File: config.mk
export PLATFORM = sky130hd
export DESIGN_NAME = mrc_back
export DESIGN_NICKNAME = d
export VERILOG_FILES = /design/src/hw/rtl/mrc_pkg.sv /design/src/hw/rtl/mrc_back.sv
export SDC_FILE = /design/constraint.sdc
export NUM_CORES = 1
export LEC_CHECK = 0
export BUFFER_PORTS_ARGS = -buffer_cell sky130_fd_sc_hd__buf_2
export CORE_ASPECT_RATIO = 1.25
export CORE_MARGIN = 2
export CORE_UTILIZATION = 60
export DETAILED_ROUTE_END_ITERATION = 16
export HOLD_SLACK_MARGIN = 0.08
export PLACE_DENSITY = 0.86
export SLEW_MARGIN = 25
export SYNTH_ARGS = -nofsm -noshare
export SYNTH_HDL_FRONTEND = slang
export SYNTH_SLANG_ARGS = --single-unit
File: constraint.sdc
create_clock -name clk -period 3.4 [get_ports clk]
set_input_delay 0.85 -clock clk [delete_from_list [all_inputs] [get_ports clk]]
set_output_delay 0.85 -clock clk [all_outputs]
set_load 0.02 [all_outputs]
File: src/hw/rtl/mrc_pkg.sv
// Shared types, constants and the CRC-16 byte update for the Modbus RTU
// response checker. No dependencies; imported by every module of the block.
package mrc_pkg;

	localparam int unsigned MAX_FRAME_DEF = 16;
	localparam int unsigned MIN_LEN       = 5;
	localparam int unsigned Q_DEPTH       = 4;
	localparam int unsigned Q_PTR_W       = $clog2(Q_DEPTH);
	localparam int unsigned Q_CNT_W       = $clog2(Q_DEPTH + 1);
	localparam int unsigned CFG_IDX_W     = 2;
	localparam int unsigned CFG_DATA_W    = 8;
	localparam int unsigned LEN_W         = 5;

	localparam logic [15:0] CRC_INIT = 16'hFFFF;
	localparam logic [15:0] CRC_POLY = 16'hA001;
	localparam int unsigned EXC_BIT  = 7;

	localparam logic [7:0] RST_SLAVE_ID   = 8'd1;
	localparam logic [6:0] RST_FUNCTION   = 7'd4;
	localparam logic [7:0] RST_BYTE_COUNT = 8'd2;
	localparam logic [7:0] WIDE_COUNT     = 8'd4;

	typedef enum logic [CFG_IDX_W-1:0] {
		CFG_SLAVE_ID   = 2'd0,
		CFG_FUNCTION   = 2'd1,
		CFG_BYTE_COUNT = 2'd2
	} cfg_idx_t;

	typedef enum logic [2:0] {
		ST_OK     = 3'd0,
		ST_SHORT  = 3'd1,
		ST_CRC    = 3'd2,
		ST_ID     = 3'd3,
		ST_EXC    = 3'd4,
		ST_FUNC   = 3'd5,
		ST_BCOUNT = 3'd6
	} status_t;

	typedef enum logic {
		CMD_BYTE = 1'b0,
		CMD_EOF  = 1'b1
	} cmd_kind_t;

	typedef struct packed {
		logic       op;
		logic [7:0] data_byte;
	} mrc_in_t;

	typedef struct packed {
		status_t     status;
		logic [31:0] reg_value;
		logic [7:0]  exception_code;
		logic [4:0]  frame_length;
	} mrc_out_t;

	typedef struct packed {
		cmd_kind_t  kind;
		logic [7:0] data;
	} mrc_cmd_t;

	typedef struct packed {
		logic [7:0] slave_id;
		logic [6:0] function_code;
		logic [7:0] byte_count;
	} mrc_cfg_t;

	// reflected CRC-16, one byte folded in, bit by bit
	function automatic logic [15:0] crc16_byte(input logic [15:0] crc, input logic [7:0] b);
		logic [15:0] c;
		c = crc ^ {8'h00, b};
		for (int k = 0; k < 8; k++) begin
			if (c[0]) begin
				c = (c >> 1) ^ CRC_POLY;
			end else begin
				c = c >> 1;
			end
		end
		return c;
	endfunction

endpackage

File: src/hw/rtl/mrc_back.sv
// Back end: folds stored bytes into the CRC and frame fields, evaluates the
// frame checks on end of frame and holds the result register. Uses mrc_pkg.
module mrc_back #(
	parameter int unsigned MAX_FRAME = mrc_pkg::MAX_FRAME_DEF
) (
	input  logic              clk,
	input  logic              arst_n,
	input  mrc_pkg::mrc_cfg_t cfg,
	input  logic              q_empty,
	input  mrc_pkg::mrc_cmd_t cmd,
	output logic              pop,
	output logic              result_valid,
	input  logic              result_ready,
	output mrc_pkg::mrc_out_t result
);
	import mrc_pkg::*;

	localparam int unsigned CNT_W = $clog2(MAX_FRAME + 1);

	logic [15:0]      crc_q;
	logic [CNT_W-1:0] cnt_q;
	logic [7:0]       slave_q;
	logic [7:0]       func_q;
	logic [7:0]       third_q;
	logic [31:0]      value_q;
	logic             res_valid_q;
	mrc_out_t         res_q;
	mrc_out_t         res_next;
	logic [15:0]      crc_next;
	logic             out_free;

	assign out_free     = !res_valid_q || result_ready;
	assign pop          = !q_empty && (cmd.kind == CMD_BYTE || out_free);
	assign crc_next     = crc16_byte(crc_q, cmd.data);
	assign result_valid = res_valid_q;
	assign result       = res_q;

	always_comb begin
		res_next.reg_value      = '0;
		res_next.exception_code = '0;
		res_next.frame_length   = LEN_W'(cnt_q);
		if (cnt_q < CNT_W'(MIN_LEN)) begin
			res_next.status = ST_SHORT;
		end else if (crc_q != 16'h0000) begin
			res_next.status = ST_CRC;
		end else if (slave_q != cfg.slave_id) begin
			res_next.status = ST_ID;
		end else if (func_q[EXC_BIT]) begin
			res_next.status         = ST_EXC;
			res_next.exception_code = third_q;
		end else if (func_q != {1'b0, cfg.function_code}) begin
			res_next.status = ST_FUNC;
		end else if (third_q != cfg.byte_count) begin
			res_next.status = ST_BCOUNT;
		end else begin
			res_next.status = ST_OK;
			if (cfg.byte_count == WIDE_COUNT) begin
				res_next.reg_value = value_q;
			end else begin
				res_next.reg_value = {16'h0000, value_q[31:16]};
			end
		end
	end

	always_ff @(posedge clk or negedge arst_n) begin
		if (!arst_n) begin
			crc_q       <= CRC_INIT;
			cnt_q       <= '0;
			slave_q     <= '0;
			func_q      <= '0;
			third_q     <= '0;
			value_q     <= '0;
			res_valid_q <= 1'b0;
			res_q       <= '0;
		end else begin
			if (res_valid_q && result_ready) begin
				res_valid_q <= 1'b0;
			end
			if (pop) begin
				if (cmd.kind == CMD_BYTE) begin
					crc_q <= crc_next;
					cnt_q <= cnt_q + CNT_W'(1);
					case (cnt_q)
						CNT_W'(0): slave_q         <= cmd.data;
						CNT_W'(1): func_q          <= cmd.data;
						CNT_W'(2): third_q         <= cmd.data;
						CNT_W'(3): value_q[31:24]  <= cmd.data;
						CNT_W'(4): value_q[23:16]  <= cmd.data;
						CNT_W'(5): value_q[15:8]   <= cmd.data;
						CNT_W'(6): value_q[7:0]    <= cmd.data;
						default: ;
					endcase
				end else begin
					res_valid_q <= 1'b1;
					res_q       <= res_next;
					crc_q       <= CRC_INIT;
					cnt_q       <= '0;
					slave_q     <= '0;
					func_q      <= '0;
					third_q     <= '0;
					value_q     <= '0;
				end
			end
		end
	end

`ifndef SYNTHESIS
	a_back_count_bound: assert property (@(posedge clk) disable iff (!arst_n)
		cnt_q <= CNT_W'(MAX_FRAME))
		else $error("stored byte count exceeds frame capacity");

	a_back_clear_on_eof: assert property (@(posedge clk) disable iff (!arst_n)
		(pop && cmd.kind == CMD_EOF) |=> (cnt_q == '0 && crc_q == CRC_INIT && value_q == '0))
		else $error("frame state not cleared after end of frame");

	a_back_result_loaded: assert property (@(posedge clk) disable iff (!arst_n)
		(pop && cmd.kind == CMD_EOF) |=> res_valid_q)
		else $error("end of frame did not produce a result");
`endif

endmodule

# Word-level counts from Yosys, hierarchy flattened
# Index checks and enable logic that the tools add are counted.
[totals]
ff_bits = 126
word_cells = 97
[op_classes]
n_addsub = 1
order_cmp = 1
eq_ne = 10
n_mux = 38
bitwise_logic = 10
reduce_logical = 23
[ops]
columns = ["cell", "n"]
rows = [
  ["$mux 32", 5],
  ["$mux 16", 9],
  ["$mux 40", 3],
  ["$mux 8", 11],
  ["$not 2->3", 8],
  ["$mux 3", 6],
  ["$ne 8x8->1", 2],
  ["$reduce_and 2->1", 8],
  ["$reduce_bool 16->1", 1],
  ["$xor 16x8->16", 1],
  ["$eq 5x3->1 const B", 3],
  ["$reduce_bool 2->1", 7],
  ["$eq 5x2->1 const B", 2],
  ["$eq 8x3->1 const B", 1],
  ["$ne 8x7->1", 1],
  ["$add 5x1->5 const B", 1],
  ["$eq 5x1->1 const B", 1],
  ["$logic_not 5->1", 1],
  ["$lt 5x3->1 const B", 1],
  ["$mux 5", 1],
  ["$mux 1", 3],
  ["$logic_and 1x1->1", 2],
  ["$logic_not 1->1", 2],
  ["$logic_or 1x1->1", 2],
  ["$not 1->1", 1],
]

# Depth between registers and ports, before layout
[depth]
word_depth = 18
mapped_depth = 8
depth_no_buf = 6

# Worst setup path before layout
# No wires, ideal clock.
[synth_path]
path_kind = "in2out"
startpoint = "input port result_ready"
endpoint = "output port pop"
t_arrival_ns = 1.641
t_required_ns = 2.550
setup_slack_ns = 0.909
path_stages = 4
path_buffers = 1
cell_sequence = "nor2b_1 -> a21o_1 -> inv_2 -> buf_6"
[synth_via]
elab_chain_len = 3
[synth_lines]
columns = ["item", "line_no", "source"]
rows = [
  ["from (decl)", "mrc_back.sv:13", "input logic result_ready,"],
  ["$logic_or 1x1->1", "mrc_back.sv:32", "assign out_free = !res_valid_q || result_ready;"],
  ["$logic_or 1x1->1", "mrc_back.sv:33", "assign pop = !q_empty && (cmd.kind == CMD_BYTE || out_free);"],
  ["$logic_and 1x1->1", "mrc_back.sv:33", ""],
  ["to (decl)", "mrc_back.sv:11", "output logic pop,"],
]
# Every way passes these cells.

# Final worst setup path
# Same ends and word-level chain as after synthesis.

==> flow_summary.toml <==
[sta]
whs_ns = 0.450
period_share_pct = 82.5
finalCriticalPeriod_ns = 2.80
slew_violations = 0
worstMarginPinSlew_ns = 0.710
relSlewSlack_pct = 52.4
finClkSkew_ns = 0.00476
fin_ws_ns = 0.595
setup_viol = 0
rsz0062_at_grt = "false"
fin_setup_tns_ns = 0
timing.fmax_mhz = 357
hold_viol = 0

[grt]
grtUsageMet2_pct = 46.7
grt_pass1_vias = 4356
track_usage_pct = 28.5
grt_pass1_wl_mm = 22.3
busiest_layer = "met2"
met3_usage_pct = 7.51
antenna_found_initial = 0
grtUsageMet1_pct = 35.4
overflow = 0
grt_max_degree = 99

[floorplan]
dieArea_sq_um = 10100
fp.coreArea_sq_um = 9130
die_w_um = 90.4
initial_utilization_pct = 61.3
io_pins = 86
die_h_um = 112
core.rowCount = 39

[logic_synthesis]
synth.ff_latch_count = 126
synth_fp_nets = 557
synth_seq_area_share_pct = 56.7
synth_edf_count = 0
yosysUniqueCellTypes = 42
yosysTopAreaCellShare_pct = 49.2
synth.cell_area_sq_um = 5600
yosysTopAreaCell = "dfrtp_1"
synth_area_per_cell_sq_um = 10.8
ys_warn_count = 0
ys.flop_type = "dfrtp_1"
async_flop_share_pct = 100
synthTopCellsByArea = "dfrtp_1, dfstp_2, o21ai_0"
synthCells = 517

[clocking]
cts_num_sinks = 126
clockBufferDepth = 2
insertion_delay_ns = 0.41
root_buffer = "clkbuf_16"
clk_pin_slew_ns = 0.05
cts_setup_buffers = 0
cts_tree = "built"
holdBufCountCts = 0
cts.repair.resized = 0
htreeDepth = 4
cts_inserted_buffers = 17

[layout]
utilization_pct = 73.3
diodes = 0
synthToLayoutAreaGrowth_pct = 19.5
drive_gt1_share_pct = 24.6
final_net_count = 637

[power_and_ir_drop]
combPwrFrac_pct = 16.1
p_int_mw = 3.18
ir_drop_uv = 466
p_sw_mw = 1.12
power_frac_clock_pct = 41.8
seqPwrFrac_pct = 42.1
leakagePower_nw = 3.13
p_sw_share_pct = 26.0
p_per_area_nw_per_um2 = 643

[setup_path]
reg2reg_depth = 5
r2r-end = "result[31]"
cp_data_arrival_time_ns = 1.95
cp_num_buf_inv = 3
critPathTopFamily = "buffers and inverters"
crit_required_ns = 2.55
rrSetupSlack_ns = 0.90
cpMostUsedCell = "buf_2"
slowest_stage = "nor2b_1"
cp_cell_sequence = "buf_2 -> nor2b_1 -> a21o_1 -> inv_2 -> buf_2"
start_kind = "primary input"
endpoint_kind = "output port"
timing.rr.start = "cnt_q[2]"
crit_type = "in2out"
cp_max_fo = 9
max_stage_delay_ns = 0.35

[route]
detail-route-antenna-nets = 0
wire_per_inst_um = 18.5
drt_iter0_markers = 353
route.detailed.drc = 0
vias = 4423
wirelength_mm = 13.5
dr.pass1.iters = 5
viasPerCell = 6.04

[place]
dp_slack_ns = 0.447
port_buffers = 85
place_congestion = 0.878
place_hpwl_mm = 8.87

[job]
drv_cap = 0

[hold_path]
min_path_type = "in2async"

[run_status]
outcome = "finished clean"
-- Yosys cell counts (2+ instances only) --
master and number:
nor2_1 20, xor2_1 20, a22o_1 10, nor4_1 9, xnor2_1 19, nand3b_1 2
nor2b_1 3, nand2_1 50, nand3_1 58, and4_1 3, a32o_1 16, nor3_1 3
clkbuf_1 21, inv_2 2, xnor2_2 2, mux2i_1 16, o21ai_1 13, clkbuf_8 2
buf_2 2, inv_1 2, dfrtp_1 110, a21oi_1 10, xor2_2 2, buf_4 3
ha_1 4, a2111oi_2 2, nand4b_1 2, dfstp_2 16, a31oi_1 2, buf_1 4
o21ai_0 72, xnor3_1 2, nand4_1 6
-- final cells by class --
type,instances,area [sq um]
Multi-Input combinational cell,354,2250
Timing Repair Buffer,94,508
Clock buffer,25,515
Fill cell,618,2430
Sequential cell,126,3170
Clock inverter,6,80.1
Tap cell,123,154
Inverter,4,15.0
-- layout by cell type, fill, tap and decap left out, drive strengths merged, types with 2 or more instances in the layout --
master   instances
bufinv           2
mux2i           16
clkbuf          25
a2111oi          2
o21ai           85
and4             3
a21oi           10
xnor3            3
nand4            6
clkinv           4
xor2            22
nor4             9
nand3           58
nand4b           2
a32o            16
nand2           50
a22o            10
xnor2           21
nand3b           2
nor2            20
a31oi            2
inv              4
nor3             3
ha               4
buf             94
nor2b            3
dfstp           16
dfrtp          110
-- metrics by stage --
stage	total power, mW	instance area (sq um)	instances
floorplan	2.31	5600	517
global placement	2.48	6100	701
detailed placement	2.51	6100	701
CTS	4.31	6690	732
global route	4.47	6690	732
finish	4.30	6690	732
-- registers in the layout (all words and copies together), names as in the netlist --
signal	count
func_q	8
value_q	32
cnt_q	5
crc_q	16
result_valid	1
third_q	8
result	48
slave_q	8
-- layer usage --
layer / share of wire (%) / up-vias / wire, um
li1: - / 2006 / -
met1: 38 / 2160 / 5210
met2: 51 / 203 / 6940
met3: 6.8 / 54 / 923
met4: 3.5 / 0 / 469
met5: 0 / - / 0
-- power groups by stage --
stage	sequential [mW]	combinational, mW	clock [mW]
floorplan	1.80	0.509	0
global placement	1.82	0.662	0
detailed placement	1.83	0.684	0
CTS	1.81	0.696	1.81
global route	1.82	0.763	1.88
finish	1.81	0.693	1.80
-- worst max path at each step --
stage,startpoint,end,depth (start not counted)
3_3_place_gp,cmd[8],result[36],6
6_report,result_ready,pop,5
4_1_cts,result_ready,pop,5
2_1_floorplan,result_ready,pop,4
5_1_grt,result_ready,pop,5
3_5_place_dp,cmd[8],result[31],6
-- logic make-up (layout without fill, tap and decap cells) --
group / count (synthesis) / count (layout) / synth area share, %
compound gates: 126 / 126 / 13.8
xor+xnor: 46 / 46 / 8.49
fa+ha+maj: 4 / 4 / 0.894
buf+inv: 37 / 129 / 3.22
flops: 126 / 126 / 56.7
mux: 17 / 17 / 3.06
simple gates: 161 / 161 / 13.8
Power figures use the tool's default switching activity.
